**config.mk**
```make
export PLATFORM = sky130hd
export DESIGN_NAME = pedal_level_median_filter_core
export DESIGN_NICKNAME = d
export VERILOG_FILES = /design/src/hdl/pmf_pkg.sv /design/src/hdl/pmf_median.sv /design/src/hdl/pedal_level_median_filter_core.sv
export SDC_FILE = /design/constraint.sdc
export NUM_CORES = 2
export LEC_CHECK = 0
export BUFFER_PORTS_ARGS = -buffer_cell sky130_fd_sc_hd__buf_2
export CORE_MARGIN = 3
export CORE_UTILIZATION = 35
export DETAILED_ROUTE_END_ITERATION = 10
export GPL_TIMING_DRIVEN = 0
export HOLD_SLACK_MARGIN = 0.03
export PLACE_DENSITY = 0.6
export RECOVER_POWER = 50
export SETUP_SLACK_MARGIN = 0.5
export SLEW_MARGIN = 10
export SYNTH_ARGS = -nofsm -noshare
export SYNTH_HDL_FRONTEND = slang
export SYNTH_HIERARCHICAL = 1
export SYNTH_SLANG_ARGS = --single-unit
```
**constraint.sdc**
```tcl
create_clock -name clk -period 16.15 [get_ports clk]
set_clock_uncertainty 0.05 [all_clocks]
set_input_delay 0.8075 -clock clk [delete_from_list [all_inputs] [get_ports clk]]
set_output_delay 0.8075 -clock clk [all_outputs]
set_load 0.02 [all_outputs]
```
**src/hdl/pmf_pkg.sv**
```systemverilog
// pmf_pkg: shared types and constants for the pedal level median filter
// no dependencies; imported by the core, the median unit and the checker
package pmf_pkg;

  // field and register widths
  localparam int SAMPLE_W   = 12;
  localparam int GAIN_W     = 23;
  localparam int LEVEL_W    = 7;
  localparam int CFG_IDX_W  = 8;
  localparam int CFG_DATA_W = 23;
  localparam int COUNT_W    = 8;
  localparam int PROD_W     = SAMPLE_W + GAIN_W;
  localparam int GAIN_FRAC  = 16;

  // defaults and fixed constants
  localparam int WINDOW_SIZE_DEF = 32;
  localparam logic [COUNT_W-1:0] REPORT_INTERVAL = 8'd100;
  localparam logic [LEVEL_W-1:0] LEVEL_MAX = 7'd127;
  localparam logic [GAIN_W-1:0] GAIN_RESET = 23'd65536;

  // configuration register indexes
  localparam logic [CFG_IDX_W-1:0] REG_CAL_LOW       = 8'd0;
  localparam logic [CFG_IDX_W-1:0] REG_GAIN_Q16      = 8'd1;
  localparam logic [CFG_IDX_W-1:0] REG_INVERT        = 8'd2;
  localparam logic [CFG_IDX_W-1:0] REG_REPORT_ENABLE = 8'd3;

  typedef logic [LEVEL_W-1:0] level_t;

  // request from the core to the median unit
  typedef struct packed {
    logic   load;   // write level into the ring and start a window scan
    level_t level;
  } med_req_t;

  // status from the median unit back to the core
  typedef struct packed {
    logic   done;   // one-cycle pulse, median valid from then on
    level_t median;
  } med_stat_t;

endpackage

```
**src/hdl/pmf_median.sv**
```systemverilog
// pmf_median: level ring and window median search, one candidate per cycle
// depends on pmf_pkg; a shared comparator bank plus a registered count tree
module pmf_median #(
  parameter int WINDOW_SIZE = pmf_pkg::WINDOW_SIZE_DEF
) (
  input  logic               clk,
  input  logic               rst,
  input  pmf_pkg::med_req_t  req,
  output pmf_pkg::med_stat_t stat
);
  import pmf_pkg::*;

  localparam int IW   = $clog2(WINDOW_SIZE);
  localparam int HALF = WINDOW_SIZE / 2;
  localparam int CW   = $clog2(WINDOW_SIZE + 1);
  localparam int NG   = (WINDOW_SIZE + 7) / 8;
  localparam int GW   = 4;
  localparam logic [IW-1:0] LAST_IDX = IW'(WINDOW_SIZE - 1);

  // ring and write pointer
  level_t        win [WINDOW_SIZE];
  logic [IW-1:0] widx;

  // scan control
  logic          issuing;
  logic          running;
  logic [IW-1:0] issue_idx;
  logic          done;
  level_t        median;

  // stage 1: compare vectors of one candidate
  logic              s1_valid;
  logic              s1_last;
  level_t            s1_cand;
  logic [NG*8-1:0]   s1_lt;
  logic [NG*8-1:0]   s1_gt;

  // stage 2: per-group counts
  logic              s2_valid;
  logic              s2_last;
  level_t            s2_cand;
  logic [GW-1:0]     s2_lt_grp [NG];
  logic [GW-1:0]     s2_gt_grp [NG];

  // combinational parts of each stage
  level_t            cand;
  logic [NG*8-1:0]   lt_vec;
  logic [NG*8-1:0]   gt_vec;
  logic [GW-1:0]     lt_grp [NG];
  logic [GW-1:0]     gt_grp [NG];
  logic [CW-1:0]     lt_sum;
  logic [CW-1:0]     gt_sum;
  logic              cand_ok;
  logic              finish;

  // compare the current candidate against every ring entry
  always_comb begin
    cand   = win[issue_idx];
    lt_vec = '0;
    gt_vec = '0;
    for (int j = 0; j < WINDOW_SIZE; j++) begin
      lt_vec[j] = (win[j] < cand);
      gt_vec[j] = (win[j] > cand);
    end
  end

  // count set bits in groups of eight
  always_comb begin
    for (int g = 0; g < NG; g++) begin
      lt_grp[g] = '0;
      gt_grp[g] = '0;
      for (int k = 0; k < 8; k++) begin
        lt_grp[g] = lt_grp[g] + GW'(s1_lt[g*8+k]);
        gt_grp[g] = gt_grp[g] + GW'(s1_gt[g*8+k]);
      end
    end
  end

  // add group counts and test the median condition
  always_comb begin
    lt_sum = '0;
    gt_sum = '0;
    for (int g = 0; g < NG; g++) begin
      lt_sum = lt_sum + CW'(s2_lt_grp[g]);
      gt_sum = gt_sum + CW'(s2_gt_grp[g]);
    end
    cand_ok = (lt_sum <= CW'(HALF)) && (gt_sum <= CW'(HALF));
    finish  = running && s2_valid && (cand_ok || s2_last);
  end

  // ring writes and scan sequencing
  always_ff @(posedge clk) begin
    if (rst) begin
      for (int j = 0; j < WINDOW_SIZE; j++) begin
        win[j] <= '0;
      end
      widx      <= '0;
      issue_idx <= '0;
      issuing   <= 1'b0;
      running   <= 1'b0;
      s1_valid  <= 1'b0;
      s2_valid  <= 1'b0;
      done      <= 1'b0;
      median    <= '0;
    end else begin
      done <= 1'b0;
      if (req.load) begin
        win[widx] <= req.level;
        widx      <= (widx == LAST_IDX) ? '0 : widx + 1'b1;
        issue_idx <= '0;
        issuing   <= 1'b1;
        running   <= 1'b1;
        s1_valid  <= 1'b0;
        s2_valid  <= 1'b0;
      end else if (running) begin
        s1_valid <= issuing;
        s2_valid <= s1_valid;
        if (issuing) begin
          if (issue_idx == LAST_IDX) begin
            issuing <= 1'b0;
          end else begin
            issue_idx <= issue_idx + 1'b1;
          end
        end
        // first candidate in index order wins; no candidate gives zero
        if (finish) begin
          median   <= cand_ok ? s2_cand : '0;
          done     <= 1'b1;
          running  <= 1'b0;
          issuing  <= 1'b0;
          s1_valid <= 1'b0;
          s2_valid <= 1'b0;
        end
      end
    end
  end

  // pipeline payload
  always_ff @(posedge clk) begin
    s1_cand <= cand;
    s1_lt   <= lt_vec;
    s1_gt   <= gt_vec;
    s1_last <= (issue_idx == LAST_IDX);
    s2_cand <= s1_cand;
    s2_last <= s1_last;
    for (int g = 0; g < NG; g++) begin
      s2_lt_grp[g] <= lt_grp[g];
      s2_gt_grp[g] <= gt_grp[g];
    end
  end

  assign stat.done   = done;
  assign stat.median = median;

endmodule

```
**src/hdl/pedal_level_median_filter_core.sv**
```systemverilog
// A result shows on m_tvalid after the input transfer once the window scan, one
// candidate a cycle through a three-stage compare and count pipeline, has ended.
// One sample is taken at a time: s_tready returns together with m_tvalid, and the
// output register holds the result while the next sample is taken.
// Reset (rst, synchronous): registers to defaults, ring and history zero.
module pedal_level_median_filter_core #(
  parameter int WINDOW_SIZE = pmf_pkg::WINDOW_SIZE_DEF
) (
  input  logic                              clk,
  input  logic                              rst,
  // input stream
  input  logic                              s_tvalid,
  output logic                              s_tready,
  input  logic [15:0]                       s_tdata,   // [11:0] sample
  // output stream
  output logic                              m_tvalid,
  input  logic                              m_tready,
  output logic [7:0]                        m_tdata,   // [6:0] filtered_level
  output logic                              m_tuser,   // [0] report
  // configuration writes
  input  logic                              cfg_valid,
  output logic                              cfg_ready,
  input  logic [pmf_pkg::CFG_IDX_W-1:0]     cfg_index,
  input  logic [pmf_pkg::CFG_DATA_W-1:0]    cfg_data
);
  import pmf_pkg::*;

  typedef enum logic [4:0] {
    ST_IDLE   = 5'b00001,
    ST_MUL    = 5'b00010,
    ST_LEVEL  = 5'b00100,
    ST_MEDIAN = 5'b01000,
    ST_EMIT   = 5'b10000
  } state_t;

  state_t state;
  state_t state_next;

  // configuration registers
  logic [SAMPLE_W-1:0] cal_low;
  logic [GAIN_W-1:0]   gain_q16;
  logic                invert;
  logic                report_enable;

  // datapath
  logic [SAMPLE_W-1:0] sample_in;
  logic [SAMPLE_W-1:0] diff;
  logic [PROD_W-1:0]   prod;
  level_t              level_sat;
  level_t              level;

  // report history
  level_t              last_report;
  level_t              earlier_report;
  logic [COUNT_W-1:0]  change_count;
  logic                qualify;
  logic                fire;

  med_req_t            med_req;
  med_stat_t           med_stat;

  logic                in_xfer;
  logic                out_free;

  assign sample_in = s_tdata[SAMPLE_W-1:0];
  assign in_xfer   = s_tvalid && s_tready;
  assign out_free  = !m_tvalid || m_tready;
  assign s_tready  = (state == ST_IDLE);
  assign cfg_ready = 1'b1;

  // configuration writes, unknown indexes dropped
  always_ff @(posedge clk) begin
    if (rst) begin
      cal_low       <= '0;
      gain_q16      <= GAIN_RESET;
      invert        <= 1'b0;
      report_enable <= 1'b0;
    end else if (cfg_valid && cfg_ready) begin
      unique case (cfg_index)
        REG_CAL_LOW:       cal_low       <= cfg_data[SAMPLE_W-1:0];
        REG_GAIN_Q16:      gain_q16      <= cfg_data[GAIN_W-1:0];
        REG_INVERT:        invert        <= cfg_data[0];
        REG_REPORT_ENABLE: report_enable <= cfg_data[0];
        default: ;
      endcase
    end
  end

  // sequencer
  always_comb begin
    state_next = state;
    unique case (state)
      ST_IDLE:   if (in_xfer) state_next = ST_MUL;
      ST_MUL:    state_next = ST_LEVEL;
      ST_LEVEL:  state_next = ST_MEDIAN;
      ST_MEDIAN: if (med_stat.done) state_next = ST_EMIT;
      ST_EMIT:   if (out_free) state_next = ST_IDLE;
      default:   state_next = ST_IDLE;
    endcase
  end

  always_ff @(posedge clk) begin
    if (rst) begin
      state <= ST_IDLE;
    end else begin
      state <= state_next;
    end
  end

  // offset removal at transfer, then the gain product
  always_ff @(posedge clk) begin
    if (in_xfer) begin
      diff <= (sample_in > cal_low) ? sample_in - cal_low : '0;
    end
    if (state == ST_MUL) begin
      prod <= PROD_W'(diff) * PROD_W'(gain_q16);
    end
  end

  // drop the fraction, saturate and mirror
  always_comb begin
    level_sat = (|prod[PROD_W-1:GAIN_FRAC+LEVEL_W]) ? LEVEL_MAX
                                                    : prod[GAIN_FRAC+LEVEL_W-1:GAIN_FRAC];
    level     = invert ? LEVEL_MAX - level_sat : level_sat;
  end

  assign med_req.load  = (state == ST_LEVEL);
  assign med_req.level = level;

  pmf_median #(
    .WINDOW_SIZE (WINDOW_SIZE)
  ) u_median (
    .clk  (clk),
    .rst  (rst),
    .req  (med_req),
    .stat (med_stat)
  );

  // change report decision
  assign qualify = report_enable && (med_stat.median != last_report)
                   && (med_stat.median != earlier_report);
  assign fire    = qualify && (change_count == REPORT_INTERVAL);

  // report history and output register
  always_ff @(posedge clk) begin
    if (rst) begin
      last_report    <= '0;
      earlier_report <= '0;
      change_count   <= '0;
      m_tvalid       <= 1'b0;
    end else if ((state == ST_EMIT) && out_free) begin
      m_tvalid <= 1'b1;
      if (fire) begin
        change_count   <= '0;
        earlier_report <= last_report;
        last_report    <= med_stat.median;
      end else if (qualify) begin
        change_count <= change_count + 1'b1;
      end
    end else if (m_tready) begin
      m_tvalid <= 1'b0;
    end
  end

  always_ff @(posedge clk) begin
    if ((state == ST_EMIT) && out_free) begin
      m_tdata <= {1'b0, med_stat.median};
      m_tuser <= fire;
    end
  end

endmodule

```
==> results by stage <==
Die:
- The height of the die is 315.6 um.
- The die boundary width is 315.6 um.
- The die covers between 90000 and 100000 um^2.
- Once the floorplan was initialized, standard cells occupied 35.61% of the core.
- The standard-cell row count is roughly 110.
- 64 I/O pins were placed.
- The core region is about 94000 um^2.

STA:
- After routing, the total negative slack on setup checks comes to 0 ns.
- The post-layout minimum cycle time is 6.446 ns.
- At the pin with the least slew margin, the transition time is 1.260 ns.
- The final clock period utilization by the worst path is 39.91%.
- The final number of hold-violating endpoints is 0.
- Across all hold checks on the routed design, the worst slack comes to 0.2756 ns.
- The final number of max-transition violations is 0.
- Setup repair after global routing left no endpoint under its margin.
- Setup violations remaining at the end of the flow were counted as 0.
- For this run, the top clock speed supported by timing is 0.1551 GHz.
- Measured against its own limit, the worst slew margin works out to 15.97%.

Logic synthesis:
- The library cell with the highest instance count after synthesis is inv_1.
- The number of flip-flops and latches in the synthesized netlist is 467.
- The most frequently used flop master after synthesis is edfxtp_1.
- The synthesized design devotes to its leading area cell type 23.55% of total area.
- The number of distinct library cells after synthesis is 77.
- The cell type with the highest aggregate area in the netlist is edfxtp_1.
- The count of synthesis-stage warnings from yosys is 6.
- The synthesized netlist net count is 3812.
- The sequential area share after synthesis is 35.72%.
- By count the netlist is led by inv_1, ha_1, and2_1, nand2_1, edfxtp_1.
- The share of synthesized registers carrying an async set or reset is 0%.
- After synthesis, the cell types taking the most area are edfxtp_1, fa_1, ha_1.
- The mean instance size in the synthesized netlist is 10.63 um^2.
- The number of synthesized flops with an enable pin is 263.
- The cell area that synthesis handed to floorplanning was 33540 um^2.
- Synthesis produced a netlist whose cell count is 3154.

Critical path:
- The master of the slowest instance on the critical path is clkbuf_1.
- The required arrival time at the worst endpoint is between 15 and 20 ns.
- Counting stages on the worst path, the most repeated cell is fa_1.
- The signal on the critical path passes through clkbuf_1 -> nand2_1 -> fa_1 -> fa_1 -> inv_1 -> fa_1 -> fa_1 -> inv_1 -> fa_1 -> inv_1 -> ha_1 -> nand4_1 -> nor3_1 -> a211oi_1 -> nand2_1 -> a21oi_1 -> o21ai_1 -> nor4_1 -> nor3_1 -> xor2_1.
- The cell family contributing the most delay on the critical path is adder cells.
- The nature of the critical path startpoint is a register.
- The endpoint of the worst register-to-register path is prod[29].
- In this design, the stage delay of the slowest critical-path cell is 0.56 ns.
- At the worst endpoint, the arrival time is between 6 and 7 ns.
- The kind of capture point of the worst setup path is a register.
- The start-to-end type of the worst setup path is register to register.
- Across all register-to-register paths, the minimum setup slack is a little under 10 ns.
- Counting both buffers and inverters, the worst setup path holds a total of 4.
- The beginning of the worst register-to-register path is diff[11].
- The number of cells on the worst reg-to-reg path is 20.
- In this run the worst path has a maximum fanout of 10.

GRT:
- The via count of the first global-routing pass came to 22900.
- Entering global routing, the biggest net connects 34 pins.
- The initial antenna violation count is 2.
- For this run, the total global-route usage over all layers was measured as between 10% and 20%.
- The global-route wire length before repair is between 100000 and 150000 um.
- For this run the aggregate overflow at the end of global routing stands at 0.

Clocking:
- TritonCTS built the clock tree.
- The clock latency on the worst-skew pair is 0.61 ns.
- The cts-stage hold buffer count is 0.
- The H-tree depth is 2.
- The clock sink count is 467.
- The clock-pin slew of the registers on the worst-case setup and hold paths is 0.06 ns.
- Post-CTS repair changed the size of 0 cells.
- Clock tree synthesis inserted a total of 51 buffers.
- The maximum count of clock buffers along a single path is 3.
- The root buffer selected by CTS is clkbuf_16.
- The number of post-CTS setup repair buffers is 0.

Power:
- IR analysis of the VDD net gives a maximum drop of 0.0001451 V.
- The leakage dissipation is roughly 16 nW.
- The design draws 3.424 mW.
- The total power density per cell area is between 90 and 100 nW/um^2.

Place:
- The cell area reported after detailed placement is 35770 um^2.
- The final weighted congestion of routability-driven global placement is 0.8604.
- The port buffer count is 57.
- The HPWL after detailed placement is 66870 um.

Hold path:
- The capture endpoint of the worst hold path is u_median/s2_cand[1].
- The number of cells traversed by the worst hold path is 0.
- In this run the most critical hold path is launched from u_median/s1_cand[1].
- In this run the worst hold path is classified as register to register.

Layout:
- The final layout net count is 3934.
- The area growth from synthesis to layout is 11.52%.
- The summed area of non-filler cells in the final layout is 37400 um^2.
- The share of cells above drive strength 1 is 7.804%.

Detailed routing:
- In this run, the number of DRC markers left after iteration 0 of detailed routing was 1536.
- The routed via count divided by cell count is a little under 5.
- For this run, the detailed router's first-pass iteration total came to 5.
- The detail route stage leaves a number of antenna-violating nets equal to 0.
- Summed over all layers, the routed wires come to about 85000 um.
- The average detailed-routed wire length per instance is 18.51 um.
- The total via count in the routed design is 22580.
- The number of remaining DRC errors is 0.

Outcome:
- The flow ran to the end, and the final reports show no timing, DRC or antenna violations.

Flow run:
- The max capacitance violation total is 0.
power breakdown:
part           internal [mW]  switching (mW)
clock                  0.693           0.503
combinational          0.332           0.495
sequential              1.34          0.0577
cells in the final DEF (no fill, tap or decap), types with 104 or more instances in the layout:
cell type,instances
and2_0,104
and2_1,207
clkbuf_1,123
dfxtp_1,204
edfxtp_1,263
fa_1,258
ha_1,348
inv_1,418
nand2_1,306
nor2_1,162
registers in the layout, summed over array words and instances (netlist names), 8 cells and up, named ones only:
| name | flops |
|---|---|
| u_median/win | 224 |
| u_median/s1_gt | 32 |
| u_median/s1_lt | 32 |
| gain_q16 | 23 |
| prod | 19 |
| u_median/s2_gt_grp | 16 |
| u_median/s2_lt_grp | 16 |
| cal_low | 12 |
| diff | 12 |
| change_count | 8 |
stage by stage:
step                utilization, %  setup WS [ns]  cells
CTS                          39.84          9.640   4573
finish                       39.72          9.704   4574
floorplan                        -          10.76   3154
global route                 39.72          9.369   4573
global placement             37.58          7.614   4465
detailed placement           37.99          9.609   4477
cell families (layout without fill, tap and decap cells):
| logic type | Yosys count | count (layout) | share of synthesized area (%) |
|---|---|---|---|
| and+or+nand+nor | 1057 | 1057 | 16.20 |
| adders and majority gates | 606 | 606 | 28.38 |
| buffers and inverters | 547 | 712 | 6.435 |
| DFF | 467 | 467 | 35.72 |
| AOI/OAI and AO/OA | 314 | 314 | 6.047 |
| muxes | 99 | 99 | 5.570 |
| xor gates and xnor gates | 62 | 62 | 1.619 |
| other | 2 | 3 | 0.02239 |
how the worst max path moves through the flow:
stage | depth (start not counted) | start | end | slack (ns)
final | 20 | diff[11] | prod[29] | 9.70
after global routing | 20 | diff[11] | prod[29] | 9.37
after CTS | 20 | diff[11] | prod[29] | 9.64
after detailed placement | 20 | diff[11] | prod[29] | 9.61
after global placement | 11 | register | u_median/s1_gt[26] | 7.61
after floorplan | 20 | diff[8] | prod[34] | 10.76
per-layer routing:
metal  track usage, %  up-vias  share of wire, %
met2            28.99      605                48
met4            4.547        0               2.5
met1            23.25    11060                44
met3            2.353      137               5.9
met5                0        -                 0
li1                 -    10780                 -
final cells by class:
| cell class | instances | area [um^2] |
|---|---|---|
| multi-input combinational | 2140 | 19420 |
| sequential | 467 | 11980 |
| clock buffer | 75 | 1565 |
| buffer | 125 | 533.0 |
| timing repair buffer | 69 | 576.8 |
| clock inverter | 21 | 175.2 |
| inverter | 422 | 1584 |
| fill | 9213 | 56770 |
| tap | 1254 | 1569 |
| antenna | 1 | 2.502 |
No activity file was read; power rests on OpenSTA's default activity.
